[config.mk]
export PLATFORM = sky130hd
export DESIGN_NAME = sma_addsub
export DESIGN_NICKNAME = d
export VERILOG_FILES = /design/src/rtl/core/sma_addsub.sv
export SDC_FILE = /design/constraint.sdc
export NUM_CORES = 1
export LEC_CHECK = 0
export BUFFER_PORTS_ARGS = -buffer_cell sky130_fd_sc_hd__buf_2
export CORE_MARGIN = 5
export CORE_UTILIZATION = 45
export DETAILED_ROUTE_END_ITERATION = 16
export GPL_ROUTABILITY_DRIVEN = 0
export PLACE_DENSITY = 0.77
export SLEW_MARGIN = 20
export SYNTH_ARGS = -nofsm -noshare
export SYNTH_HDL_FRONTEND = slang
export SYNTH_SLANG_ARGS = --single-unit
[constraint.sdc]
create_clock -name vclk -period 4.2
set_input_delay 0.63 -clock vclk [all_inputs]
set_output_delay 0.63 -clock vclk [all_outputs]
set_load 0.02 [all_outputs]
[src/rtl/core/sma_addsub.sv]
`timescale 1ns / 1ps
// Shared adder and subtractor of the moving average datapath, used for the
// running sum update and for every step of the division. No dependencies.
module sma_addsub #(
  parameter int unsigned W = 40
) (
  input  logic [W-1:0] a,
  input  logic [W-1:0] b,
  input  logic         sub,
  output logic [W-1:0] res,
  output logic         carry
);

  logic [W:0] total;

  // With subtraction the carry out is high when a is not less than b.
  assign total = {1'b0, a} + {1'b0, (sub ? ~b : b)} + {{W{1'b0}}, sub};
  assign res   = total[W-1:0];
  assign carry = total[W];

endmodule

==> results.toml <==
[grt]
grt_use_met3_pct = 1.36
top_usage_layer = "met2"
grt_pass1_vias = 2822
track_usage_pct = 18.9
grt_antenna_before_repair = 0
met2_usage_pct = 35.9
grt_pass1_wl_um = 12200
grtUsageMet1_pct = 24.3
grt_start_max_net_pins = 21
grt.overflow.total = 0

[critical_path]
crit_type = "in2out"
critPathRequiredTime_ns = 3.57
cp-start-kind = "input port"
critical_path.endpoint_type = "primary output"
cp_max_fo = 7
cp.arrival_ns = 3.45
crit_start = "sub"

[floorplan]
dieHeight_um = 85.4
dieArea_mm2 = 0.00729
die_w_um = 85.4
rows = 27
core_mm2 = 0.00551
pin_count = 122
initial_utilization_pct = 46.4

[drt]
viasPerCell = 5.45
wirelength_um = 7950
ant_nets = 0
drtPass1Iterations = 4
drtIter0Drc = 139
routedWlPerCell_um = 14.3
drc = 0
vias = 3029

[synth]
synth_nets = 476
synth_top_cell_area_share_pct = 19.6
synthTopCellsByArea = "ha_1 (20%), xor2_1 (19%), a21oi_1 (8.2%)"
synth-simple-area-share_pct = 16.1
yosys_warnings = 0
synth.distinct_cells = 50
seq_area_frac_synth_pct = 0
syn_avg_cell_area_um2 = 7.22
synth_top_area_cell = "ha_1"
syn_inst = 354
synth_top_family_by_area = "compound AO/OA/AOI/OAI gates"
synthMuxAreaShare_pct = 1.42
post_synth_xor_area_fraction_pct = 25.7
synth_compound_area_share_pct = 32.7
syn-cell-area_mm2 = 0.00256
synth_fa_ha_area_share_pct = 20.4

[place]
hpwl_um = 6500
place_area_mm2 = 0.00331
io_buffer_count = 122

[sta]
max_freq_mhz = 245
max-slew-margin-rel_pct = 68.2
tightest_slew_ns = 0.473
setup_viol = 0
hold_viol_final = 0
min_period_ns = 4.08
slew_viol_final = 0
fin_crit_sh_pct = 97.1

[layout]
postLayoutCellArea_mm2 = 0.00346
n_antenna_cell = 0
drive_gt1_share_pct = 32.4
final.fill_count = 522
nNetsFinal = 608
design.seq.count = 0
n_clock_buffer = 0
seq_area_um2 = 0
area_growth_pct = 35.3

[power_and_ir_drop]
irDropWorstVdd_uv = 128
finalPower_uw = 973
pwr_density_cell_mw_per_mm2 = 281
leakagePower_nw = 1.83

[min_path]
hold_class = "in2out"
min-delay-start = "a[0]"
hold_path_end = "res[0]"
min_path_cells = 3

[run_status]
outcome = "complete, no violations"

[job]
maxCapViolCount = 0
==> power breakdown <==
| part | internal, mW | leakage, nW | switching, mW | total (mW) |
|---|---|---|---|---|
| registers | 0 | 0 | 0 | 0 |
| clock network | 0 | 0 | 0 | 0 |
| logic | 0.398 | 1.83 | 0.575 | 0.973 |
| total | 0.398 | 1.83 | 0.575 | 0.973 |
==> synth_stat cells (3+ instances only) <==
cell type  instances
clkbuf_1          10
nand3_1            7
a21oi_1           42
a211oi_1           3
and3_1             6
nand2_1           27
o21ai_0           24
ha_1              40
o21bai_1           4
nand2b_1           4
nor2_1            17
inv_1             12
xnor2_1           20
xor2_1            55
nand4_1            5
a31oi_1            9
nor2b_1            4
o21a_1             4
a21o_1            22
==> through the flow <==
step,util [%],hold slack (ns),cells,setup TNS (ns),setup WS (ns)
2_1_floorplan,-,1.38,354,0,0.0263
3_3_place_gp,60.1,1.57,546,0,0.205
3_5_place_dp,60.1,1.57,546,0,0.163
4_1_cts,60.1,1.57,546,0,0.150
5_1_grt,62.8,1.60,556,-0.0346,-0.0212
6_report,62.8,1.57,556,0,0.121
==> layout make-up <==
type / instances / area [um^2] / share of cell area (%)
well taps: 72 / 90.1 / 2.60
inverters: 12 / 45.0 / 1.30
repair buffers: 143 / 827 / 23.9
multi-input cells: 329 / 2500 / 72.2
==> how the worst max path moves through the flow <==
stage                          to  slack [ns]  depth (start not counted)
after floorplan             carry        0.03                         13
after detailed placement  res[32]        0.16                         14
final                     res[27]        0.12                         13
after global placement    res[23]        0.20                         13
after CTS                 res[38]        0.15                         14
after global routing      res[26]       -0.02                         14
==> per-layer routing <==
layer | share of wire [%] | up-vias
met4 | 0 | 0
met5 | 0 | -
met2 | 51 | 95
met1 | 43 | 1376
li1 | - | 1558
met3 | 6.2 | 0
==> critical path: stages <==
cell,delay (ns)
buf_4,0.16
buf_12,0.15
xor2_1,0.15
ha_1,0.37
and3_4,0.23
nand2_1,0.07
a2111o_1,0.36
o211a_4,0.17
o31ai_4,0.34
nand3_2,0.17
o31ai_4,0.28
xor2_1,0.19
buf_4,0.17
==> what timing repair did <==
action	CTS	global route
gates resized for setup	0	12
setup endpoints to repair	0	9
hold buffers	0	0
buffers inserted	0	8
==> kinds of logic (layout without fill, tap and decap cells) <==
kind of cell | after synthesis | in the layout
buffers and inverters | 25 | 155
AO/OA/AOI/OAI | 127 | 127
AND/OR/NAND/NOR | 83 | 83
adder cells (fa/ha/maj) | 41 | 41
XOR/XNOR | 75 | 75
multiplexers | 3 | 3
==> cell usage in the layout, fill, tap and decap left out, types with 3 or more instances in the layout <==
master,n
nand2_1,27
o21a_1,4
nor2b_1,4
buf_4,20
a21o_1,22
a211oi_1,3
xnor2_1,20
nor2_1,17
a21oi_1,41
buf_2,119
o21bai_1,4
o21ai_0,23
a31oi_1,8
ha_1,40
and3_1,5
nand4_1,5
xor2_1,55
inv_1,12
nand2b_1,4
nand3_1,7
Power figures use the tool's default switching activity.
